$ cat config.mk
export PLATFORM = sky130hd
export DESIGN_NAME = vpcv_queue
export DESIGN_NICKNAME = d
export VERILOG_FILES = /design/src/design/vpcv_pkg.sv /design/src/design/vpcv_queue.sv
export SDC_FILE = /design/constraint.sdc
export NUM_CORES = 1
export LEC_CHECK = 0
export BUFFER_PORTS_ARGS = -buffer_cell sky130_fd_sc_hd__buf_2
export CORE_MARGIN = 1.5
export CORE_UTILIZATION = 30
export CTS_BUF_LIST = sky130_fd_sc_hd__clkbuf_16
export DETAILED_ROUTE_END_ITERATION = 6
export MAX_ROUTING_LAYER = met4
export PLACE_DENSITY_LB_ADDON = 0.05
export SLEW_MARGIN = 20
export SYNTH_ARGS = -nofsm -noshare
export SYNTH_HDL_FRONTEND = slang
export SYNTH_SLANG_ARGS = --single-unit
$ cat constraint.sdc
create_clock -name clk -period 17.04 [get_ports clk]
set_clock_uncertainty 0.05 [all_clocks]
set_input_delay 3.408 -clock clk [delete_from_list [all_inputs] [get_ports clk]]
set_output_delay 3.408 -clock clk [all_outputs]
set_load 0.01 [all_outputs]
$ cat src/design/vpcv_pkg.sv
`timescale 1ns / 1ps
// ----------------------------------------------------------------------------
// vpcv_pkg: shared types and constants for the vertex projection core
// Holds the payload structs, the queue entry and the fixed widths.
// ----------------------------------------------------------------------------
package vpcv_pkg;

	localparam int FRAC_BITS_DEF = 16;
	localparam int FRAC_BITS_MIN = 8;
	// Clip sums need 66 - FRAC_BITS bits; sized for the smallest fraction.
	localparam int CLIP_W = 66 - FRAC_BITS_MIN;
	localparam int SIZE_W = 12;
	localparam int QUO_W = 33;
	localparam int CFG_IDX_W = 2;

	localparam logic [CFG_IDX_W-1:0] REG_SCREEN_WIDTH = 2'd0;
	localparam logic [CFG_IDX_W-1:0] REG_SCREEN_HEIGHT = 2'd1;

	localparam logic OP_LOAD = 1'b0;
	localparam logic OP_PROJECT = 1'b1;

	typedef struct packed {
		logic op;
		logic [3:0] coef_index;
		logic signed [31:0] coef_value;
		logic signed [31:0] vertex_x;
		logic signed [31:0] vertex_y;
		logic signed [31:0] vertex_z;
	} in_item_t;

	typedef struct packed {
		logic visible;
		logic [15:0] screen_x;
		logic [15:0] screen_y;
	} out_item_t;

	// Classified vertex handed from the front to the back.
	typedef struct packed {
		logic visible;
		logic [CLIP_W:0] num_x;
		logic [CLIP_W:0] num_y;
		logic [CLIP_W:0] den;
	} clip_item_t;

	typedef struct packed {
		logic push;
		logic pop;
	} queue_ctl_t;

endpackage

$ cat src/design/vpcv_queue.sv
`timescale 1ns / 1ps
// ----------------------------------------------------------------------------
// vpcv_queue: short queue between the front and the back
// A small register file with a head and tail pointer.
// ----------------------------------------------------------------------------
module vpcv_queue #(
	parameter int DEPTH = 8
) (
	input  logic                   clk,
	input  logic                   arst_n,
	input  vpcv_pkg::queue_ctl_t   ctl,
	input  vpcv_pkg::clip_item_t   wr_item,
	output logic                   not_empty,
	output vpcv_pkg::clip_item_t   rd_item
);
	import vpcv_pkg::*;

	localparam int PTR_W = $clog2(DEPTH);

	clip_item_t entry_q [DEPTH];
	logic [PTR_W-1:0] head_q, tail_q;
	logic [PTR_W:0] count_q;

	always_ff @(posedge clk) begin
		if (ctl.push) begin
			entry_q[tail_q] <= wr_item;
		end
	end

	always_ff @(posedge clk or negedge arst_n) begin
		if (!arst_n) begin
			head_q <= '0;
			tail_q <= '0;
			count_q <= '0;
		end else begin
			if (ctl.push) begin
				tail_q <= (tail_q == PTR_W'(DEPTH - 1)) ? '0 : tail_q + 1'b1;
			end
			if (ctl.pop) begin
				head_q <= (head_q == PTR_W'(DEPTH - 1)) ? '0 : head_q + 1'b1;
			end
			count_q <= count_q + (PTR_W+1)'(ctl.push) - (PTR_W+1)'(ctl.pop);
		end
	end

	assign not_empty = count_q != '0;
	assign rd_item = entry_q[head_q];

endmodule

* After elaboration in Yosys (flattened, before gate mapping) *
Memory sizes are Yosys's and may differ from the RTL's.
Cells that the tools add are included.
W data, S select, Z words.

word-level totals
  register bits = 10
  RAM bits = 1424
  bits of input ports = 182
  output and inout bits = 179
  memories kept = 1

memory list
  memory   depth  bits a word  read ports  clocked after memory_dff  write ports  RTL line          source
  entry_q  8      178          1           0                         1            vpcv_queue.sv:20  clip_item_t entry_q [DEPTH];

cells by class
  add/sub/neg operators = 4
  equality and inequality tests = 2
  muxes and demuxes = 4
  reductions and logical operators = 1

operators by type and width
  kind                   number
  $add A3 B1 Y3 const B  2
  $eq A3 B3 Y1 const B   2
  $mux W3                2
  $add A4 B1 Y4          1
  $reduce_bool A4 Y1     1
  $sub A4 B1 Y4          1
  $mux W1                2

* Depth between registers and ports, before layout *
Gate-level depths: netlist (run 1).

  depth in word-level cells = 2
  gate-level depth with buffers = 7
  mapped depth without buffers = 7

* Worst setup path after synthesis (run 1) *
Ideal clock, no wire load.

  path type = input-to-reg
  from = in ctl[1] (netlist name)
  to = mem entry_q[0][0] (netlist name) (enable)
  setup time = 0.934 ns
  arrival = 15.493 ns
  data required time = 16.056 ns
  setup slack = 0.563 ns
  cell stages on the path = 2
  buffers on the path = 0
  cell sequence = nand2b_1 > nor3_1

between the ends
  longest elaborated chain between the ends = 2

RTL lines
  element                        RTL line          source
  from (decl)                    vpcv_queue.sv:11  input vpcv_pkg::queue_ctl_t ctl,
  $mux W1                        vpcv_queue.sv:25  if (ctl.push) begin
  $mux W1 (not written as such)  vpcv_queue.sv:26  entry_q[tail_q] <= wr_item;
  to (decl)                      vpcv_queue.sv:20

Every way passes these cells.

==> results of run 1 <==
==> kinds of logic after synthesis <==
| group | count (synthesis) | share of synthesized area |
|---|---|---|
| buffers and inverters | 127 | 0.0150 |
| xor gates and xnor gates | 2 | 0.000324 |
| muxes | 360 | 0.149 |
| AOI/OAI and AO/OA | 4 | 0.000416 |
| DFF | 1434 | 0.794 |
| adders and majority gates | 10 | 0.00245 |
| and+or+nand+nor | 552 | 0.0386 |
==> cell usage after synthesis <==
library cell,count,area [sq um]
sky130_fd_sc_hd__dfrtp_1,10,250
sky130_fd_sc_hd__buf_6,37,417
sky130_fd_sc_hd__nor3_1,2,10.0
sky130_fd_sc_hd__nand3b_1,2,15.0
sky130_fd_sc_hd__nor2_1,8,30.0
sky130_fd_sc_hd__xor2_1,2,17.5
sky130_fd_sc_hd__edfxtp_1,1424,42800
sky130_fd_sc_hd__fa_1,1,20.0
sky130_fd_sc_hd__nand2_1,537,2020
sky130_fd_sc_hd__mux2_2,4,45.0
sky130_fd_sc_hd__o21ai_0,2,10.0
sky130_fd_sc_hd__buf_1,9,33.8
sky130_fd_sc_hd__a21oi_1,1,5.00
sky130_fd_sc_hd__mux4_2,356,8020
sky130_fd_sc_hd__inv_2,1,3.75
sky130_fd_sc_hd__ha_1,9,113
sky130_fd_sc_hd__nand2b_1,2,12.5
sky130_fd_sc_hd__a21o_1,1,7.51
sky130_fd_sc_hd__buf_4,2,15.0
sky130_fd_sc_hd__buf_2,38,190
sky130_fd_sc_hd__inv_1,7,26.3
sky130_fd_sc_hd__clkbuf_1,33,124
sky130_fd_sc_hd__nand3_1,1,5.00
==> cell usage in the layout (no fill, tap or decap), types with 4 or more instances in the layout <==
cell                        instances
sky130_fd_sc_hd__nand2_1          537
sky130_fd_sc_hd__nor2_4             6
sky130_fd_sc_hd__buf_12             6
sky130_fd_sc_hd__mux2_2             4
sky130_fd_sc_hd__dfrtp_1            7
sky130_fd_sc_hd__clkinv_1          45
sky130_fd_sc_hd__mux4_2           356
sky130_fd_sc_hd__inv_1             45
sky130_fd_sc_hd__diode_2           19
sky130_fd_sc_hd__buf_4             40
sky130_fd_sc_hd__inv_6              5
sky130_fd_sc_hd__clkinv_2          25
sky130_fd_sc_hd__buf_2            360
sky130_fd_sc_hd__clkbuf_16        173
sky130_fd_sc_hd__bufinv_16         13
sky130_fd_sc_hd__edfxtp_1        1424
sky130_fd_sc_hd__ha_1               9
==> per-layer routing <==
metal | routed length, um | global-route usage
met4 | 3300 | 0.0449
met3 | 5950 | 0.0323
met5 | 0 | -
met2 | 71300 | 0.266
met1 | 59600 | 0.195
==> power groups by stage <==
stage | combinational [mW] | clock [mW] | sequential [mW]
finish | 3.29 | 3.42 | 4.57
global route | 3.63 | 3.66 | 4.62
CTS | 3.48 | 3.54 | 4.59
detailed placement | 3.47 | 0 | 4.66
global placement | 3.48 | 0 | 4.64
floorplan | 2.20 | 0 | 4.71
==> flip-flops by register name, summed over array words and instances, names as in the netlist <==
signal and flops:
entry_q 1424, count_q 4, head_q 3, tail_q 3
==> worst register-to-register path: stages, from the launching register on <==
cell                       delay, ns
sky130_fd_sc_hd__dfrtp_1        0.40
sky130_fd_sc_hd__nand2b_1       0.31
sky130_fd_sc_hd__nor2_4         0.19
sky130_fd_sc_hd__buf_12         0.62
sky130_fd_sc_hd__buf_4          0.91
sky130_fd_sc_hd__buf_4          0.74
==> path summary, 6_finish.rpt <==
path / slack (ns) / start / depth (start not counted) / end
worst max-delay path: 8.64 / head_q[0]$_DFFE_PN0P_ / 7 / rd_item[86]
worst min-delay path: 0.53 / tail_q[2]$_DFFE_PN0P_ / 1 / tail_q[2]$_DFFE_PN0P_
worst max register to register: 13.37 / tail_q[2]$_DFFE_PN0P_ / 5 / entry_q[2][62]$_DFFE_PP_
worst min register to register: 0.53 / tail_q[2]$_DFFE_PN0P_ / 1 / tail_q[2]$_DFFE_PN0P_
max in group asynchronous: 14.25 / arst_n / 1 / head_q[1]$_DFFE_PN0P_
min in group asynchronous: 2.44 / arst_n / 1 / count_q[2]$_DFF_PN0_
==> final cells by class <==
class	count	area share
clock inverter	134	0.0151
antenna	19	0.000743
tap	2355	0.0461
sequential	1434	0.673
inverter	8	0.000587
timing repair buffer	407	0.0349
multi-input combinational	928	0.162
clock buffer	173	0.0677
==> impl_metrics.ini, run 1 <==
[sta]
fin_ws_ns = 8.64
period_minus_slack_ns = 8.40
timing.final.crit_share = 0.493
finalHoldViolations = 0
timing.setup.tns_ns = 0
grt_setup_unrepaired = false
worst_pin_slew_ns = 1.09
timing.fmax_mhz = 119
final_max_slew_violation_count = 0
hold_ws_ns = 0.527
final-setup-viol-count = 0
normalized_max_slew_margin = 0.276

[die]
fp-row-count = 155
floorplan.die.width_um = 428
design.portCount = 361
fp.dieArea_sq_um = 183000
core_area_sq_um = 179000
initial_core_util = 0.303
die_height_um = 428

[layout]
post-route-cell-area_sq_um = 64000
final-instance-count-excl-fill = 5458
seqCellArea_sq_um = 43000
nNetsFinal = 3137
synthToLayoutAreaGrowth_pct = 18.1
multi_input_area_sq_um = 10400
drive_gt1_frac = 0.325
fill_cells = 16700
utilization = 0.358

[job]
max_cap_viol = 0

[critical_path]
cp.required_ns = 13.58
number_of_buffer_and_inverter_stages_on_the_critical_path = 4
worst_path_dominant_cell_family = buffers and inverters
cpMaxStageDelayCell = sky130_fd_sc_hd__dfrtp_4
worstSetupStartpointType = register
critPathMaxFanout = 49
worst_ep_arrival_time_ns = 4.94
worstSetupPathType = reg -> out
timing.critical_path.cells = buf_4, buf_4, buf_6, mux4_2, nand2_1, nand2_1, buf_2
largest_stage_delay_worst_path_ns = 0.86
setup.worst_path.end_class = primary output

[logic_synthesis]
synthesis.nets = 2681
syn_area_per_cell_sq_um = 21.8
synth_seq_area_share = 0.794
post_synth_instance_area_sq_um = 54100
synthDistinctLibCells = 23
synthCells = 2489
ys_seq_elements = 1434
ys.warnings.count = 0

[clocking]
cts_inserted_buffers = 166
cts_sinks = 1434
tritoncts = built
cts_root_buffer = sky130_fd_sc_hd__clkbuf_16
htree_levels = 4
clk_pin_slew_ns = 0.05
post_cts.repair.setup_buffers = 0
post_cts_resize_count = 0
clock_insertion_delay_worst_skew_ns = 0.78
clk_path_buf_depth = 3
hold_buffers = 0

[status]
outcome = completed

[routing]
post_drt_wl_per_cell_um = 25.7
detail_route.iter0.violations = 1557
drt_pre_antenna_iters = 5
avgViaCountPerCell = 4.65
routed_wl_mm = 140
drt.antenna.violating_nets = 0
drc = 0
via_count = 25400

[placed_design]
routability_congestion = 0.693
placed_cells_incl_taps = 5132
io_buffers = 360
worst_case_setup_slack_after_placement_ns = 8.88
total_cell_area_at_the_placement_stage_sq_um = 58600
dp_hpwl_mm = 73.7

[pwr]
power.switching_mw = 3.54
combPwrFrac = 0.292
pwr-share-clk = 0.303
share_seq_of_total_power = 0.405
power.static_leakage_nw = 21.5
net_sw_frac = 0.313
vdd_ir_drop_max_v = 0.000115
cell_internal_pwr_mw = 7.75
power_density_nw_per_um2 = 176
tot_pwr_mw = 11.3

[grt]
global_route_total_usage_across_every_layer = 0.159
grt_overflow_total = 0
antenna_found_initial = 50
largest_net_degree_at_the_start_of_global_routing = 122
grt_pass1_vias = 27900
grt_pass1_wl_mm = 203

[hold_path]
worst_hold_path_type = reg -> reg
No activity file was read; power rests on OpenSTA's default activity.
==> inputs of run 2 (changes only) <==
--- a/config.mk
+++ b/config.mk
@@ -5,6 +5,7 @@
 export SDC_FILE = /design/constraint.sdc
 export NUM_CORES = 1
 export LEC_CHECK = 0
+export ABC_AREA = 1
 export BUFFER_PORTS_ARGS = -buffer_cell sky130_fd_sc_hd__buf_2
 export CORE_MARGIN = 1.5
 export CORE_UTILIZATION = 30
==> constraint.sdc (replaced) <==
create_clock -name clk -period 7 [get_ports clk]
set_clock_uncertainty 0.05 [all_clocks]
set_input_delay 1.4 -clock clk [delete_from_list [all_inputs] [get_ports clk]]
set_output_delay 1.4 -clock clk [all_outputs]
set_load 0.01 [all_outputs]
==> run 2 against run 1 <==
Against the previous run:
- total power up 140%
- synthesized cell count up 150%
- final cell count up 72%
- first-iteration DRC count up 31%
- sequential share of layout area down 7.8 points
- global-route usage up 1.4 points
- hold slack worse by 0.085 ns
- via count up 58%
- wire length up 26%
- sequential cell count unchanged
- critical path depth unchanged
==> impl_metrics.ini, run 2 <==
[sta]
worst_pin_slew_ns = 1.04
timing.setup.tns_ns = 0
final-setup-viol-count = 0
timing.final.crit_share = 0.773
fin_ws_ns = 1.59
final_max_slew_violation_count = 0
timing.fmax_mhz = 185
grt_setup_unrepaired = false
finalHoldViolations = 0
period_minus_slack_ns = 5.41
normalized_max_slew_margin = 0.306

[layout]
multi_input_area_sq_um = 12600
largest_reg_flops = 1424
register_ranked_first_by_flip_flop_count = entry_q
fill_cells = 20900
drive_gt1_frac = 0.0980
synthToLayoutAreaGrowth_pct = 16.2
nNetsFinal = 6727
layout_top_registers = entry_q: 1424 flops, count_q: 4 flops
utilization = 0.350
most_common_library_cell_in_the_layout_ignoring_fill_and_taps = sky130_fd_sc_hd__nand2_1
most-common-layout-cells = sky130_fd_sc_hd__nand2_1 (2323), sky130_fd_sc_hd__inv_1 (1487), sky130_fd_sc_hd__edfxtp_1 (1424)
seqCellArea_sq_um = 43000
post-route-cell-area_sq_um = 72400

[logic_synthesis]
synthesis.nets = 6409
netlist.area_leader.share = 0.686
post_synth_instance_area_sq_um = 62300
yosys-top-cells-count = sky130_fd_sc_hd__nand2_1 (2323), sky130_fd_sc_hd__inv_1 (1436), sky130_fd_sc_hd__edfxtp_1 (1424)
synthCells = 6217
synth_seq_area_share = 0.690
yosys.area.top_type = sky130_fd_sc_hd__edfxtp_1
synthDistinctLibCells = 17
yosysMostFrequentCell = sky130_fd_sc_hd__nand2_1
ys_seq_elements = 1434
synth-edff-count = 1424
dominantRegCellSynth = sky130_fd_sc_hd__edfxtp_1
ys.warnings.count = 0
post_synth_main_area_contributors = sky130_fd_sc_hd__edfxtp_1 (69%), sky130_fd_sc_hd__nand2_1 (14%), sky130_fd_sc_hd__inv_1 (8.7%)
async_flop_share = 0.00697
syn_area_per_cell_sq_um = 10.0

[routing]
drt.antenna.violating_nets = 0
detail_route.iter0.violations = 2035
routed_wl_mm = 177
post_drt_wl_per_cell_um = 18.8
drc = 0
avgViaCountPerCell = 4.26
drt_pre_antenna_iters = 7
via_count = 40000

[placed_design]
worst_case_setup_slack_after_placement_ns = 2.30
routability_congestion = 0.715
total_cell_area_at_the_placement_stage_sq_um = 67000
io_buffers = 360
dp_hpwl_mm = 87.8

[critical_path]
worstSetupPathType = reg -> out
worst_ep_arrival_time_ns = 3.96
worstSetupStartpointType = register
setup_slack_of_the_most_critical_reg_to_reg_path_ns = 4.20
critPathMaxFanout = 58
cp.required_ns = 5.55
setup.worst_path.end_class = primary output

[pwr]
power_density_nw_per_um2 = 382
tot_pwr_mw = 27.7
power.static_leakage_nw = 33.1
vdd_ir_drop_max_v = 0.000257
share_seq_of_total_power = 0.390
power.switching_mw = 9.99
combPwrFrac = 0.304
net_sw_frac = 0.361
pwr-share-clk = 0.307
cell_internal_pwr_mw = 17.7

[hold_path]
worst_hold_path_type = in -> async

[status]
outcome = completed

[clocking]
hold_buffers = 0
htree_levels = 4
clk_pin_slew_ns = 0.06
cts_root_buffer = sky130_fd_sc_hd__clkbuf_16
clk_path_buf_depth = 3
cts_sinks = 1434
tritoncts = built
post_cts.repair.setup_buffers = 0
post_cts_resize_count = 0
clock_insertion_delay_worst_skew_ns = 0.80
cts_inserted_buffers = 174

[die]
die_height_um = 459
fp.dieArea_sq_um = 210000
design.portCount = 361
core_area_sq_um = 207000
initial_core_util = 0.301
fp-row-count = 167
floorplan.die.width_um = 459

[grt]
global_route_total_usage_across_every_layer = 0.173
grt_overflow_total = 0
antenna_found_initial = 65
largest_net_degree_at_the_start_of_global_routing = 175
grt_pass1_wl_mm = 263
grt_pass1_vias = 39500

[job]
max_cap_viol = 0
run 2: changes by cell type in the layout (fill, tap and decap cells not counted), moves of 4 or more:
| cell | delta |
|---|---|
| sky130_fd_sc_hd__clkbuf_16 | +6 |
| sky130_fd_sc_hd__bufinv_16 | -6 |
| sky130_fd_sc_hd__mux4_2 | -356 |
| sky130_fd_sc_hd__mux2_2 | -4 |
| sky130_fd_sc_hd__buf_12 | +19 |
| sky130_fd_sc_hd__nand2_1 | +1786 |
| sky130_fd_sc_hd__inv_1 | +1442 |
| sky130_fd_sc_hd__buf_4 | -8 |
| sky130_fd_sc_hd__o21ai_0 | +4 |
| sky130_fd_sc_hd__clkinv_1 | -4 |
| sky130_fd_sc_hd__nand3_1 | +717 |
| sky130_fd_sc_hd__diode_2 | +12 |
run 2: layer usage:
layer,up-vias,routed length [um],track usage,part of all wire
met1,19100,81500,0.222,0.46
met5,-,0,-,0
met2,596,84200,0.281,0.48
met4,0,4330,0.0475,0.024
met3,280,7030,0.0318,0.040
li1,20000,-,-,-
run 2: per-stage QoR:
step | hold slack [ns] | cells
floorplan | 0.519 | 6217
global placement | 0.561 | 9062
detailed placement | 0.562 | 9063
CTS | 0.364 | 9377
global route | 0.400 | 9401
finish | 0.443 | 9408
run 2: area by class of cell:
type	count	share of cell area
antenna	31	0.00107
clock inverter	135	0.0117
multi-input combinational	3068	0.174
inverter	1439	0.0749
timing repair buffer	418	0.0355
tap	2704	0.0467
sequential	1434	0.594
clock buffer	179	0.0619
run 2: logic make-up (layout without fill, tap and decap cells):
family	after synthesis	in the layout	synth area share
other cells	0	31	0
simple gates	3049	3049	0.198
compound gates	7	7	0.000562
buf+inv	1715	2171	0.109
fa+ha+maj	10	10	0.00213
flops	1434	1434	0.690
xor+xnor	2	2	0.000281
run 2: power by group through the flow:
stage,Clock [mW],Sequential (mW),Combinational [mW]
after floorplan,0,11.1,5.11
after global placement,0,11.0,8.75
after detailed placement,0,11.0,8.74
after CTS,8.80,10.8,8.77
after global routing,9.09,10.9,9.52
final,8.48,10.8,8.40
run 2: worst max-delay path: stages (launching register included):
cell and delay (ns):
sky130_fd_sc_hd__dfrtp_4 0.88, sky130_fd_sc_hd__buf_4 0.70, sky130_fd_sc_hd__buf_4 0.78, sky130_fd_sc_hd__nand3_1 0.15, sky130_fd_sc_hd__nand2_1 0.11, sky130_fd_sc_hd__nand2_1 0.05
sky130_fd_sc_hd__nand2_1 0.21, sky130_fd_sc_hd__buf_2 0.18
run 2: final timing paths:
path / start / end / depth (start not counted)
max: head_q[1]$_DFFE_PN0P_ / rd_item[136] / 7
min reg2reg: tail_q[0]$_DFFE_PN0P_ / tail_q[0]$_DFFE_PN0P_ / 2
max in group asynchronous: arst_n / head_q[1]$_DFFE_PN0P_ / 1
min in group clk: tail_q[0]$_DFFE_PN0P_ / tail_q[0]$_DFFE_PN0P_ / 2
min: arst_n / count_q[0]$_DFF_PN0_ / 1
max reg2reg: head_q[0]$_DFFE_PN0P_ / head_q[0]$_DFFE_PN0P_ / 3
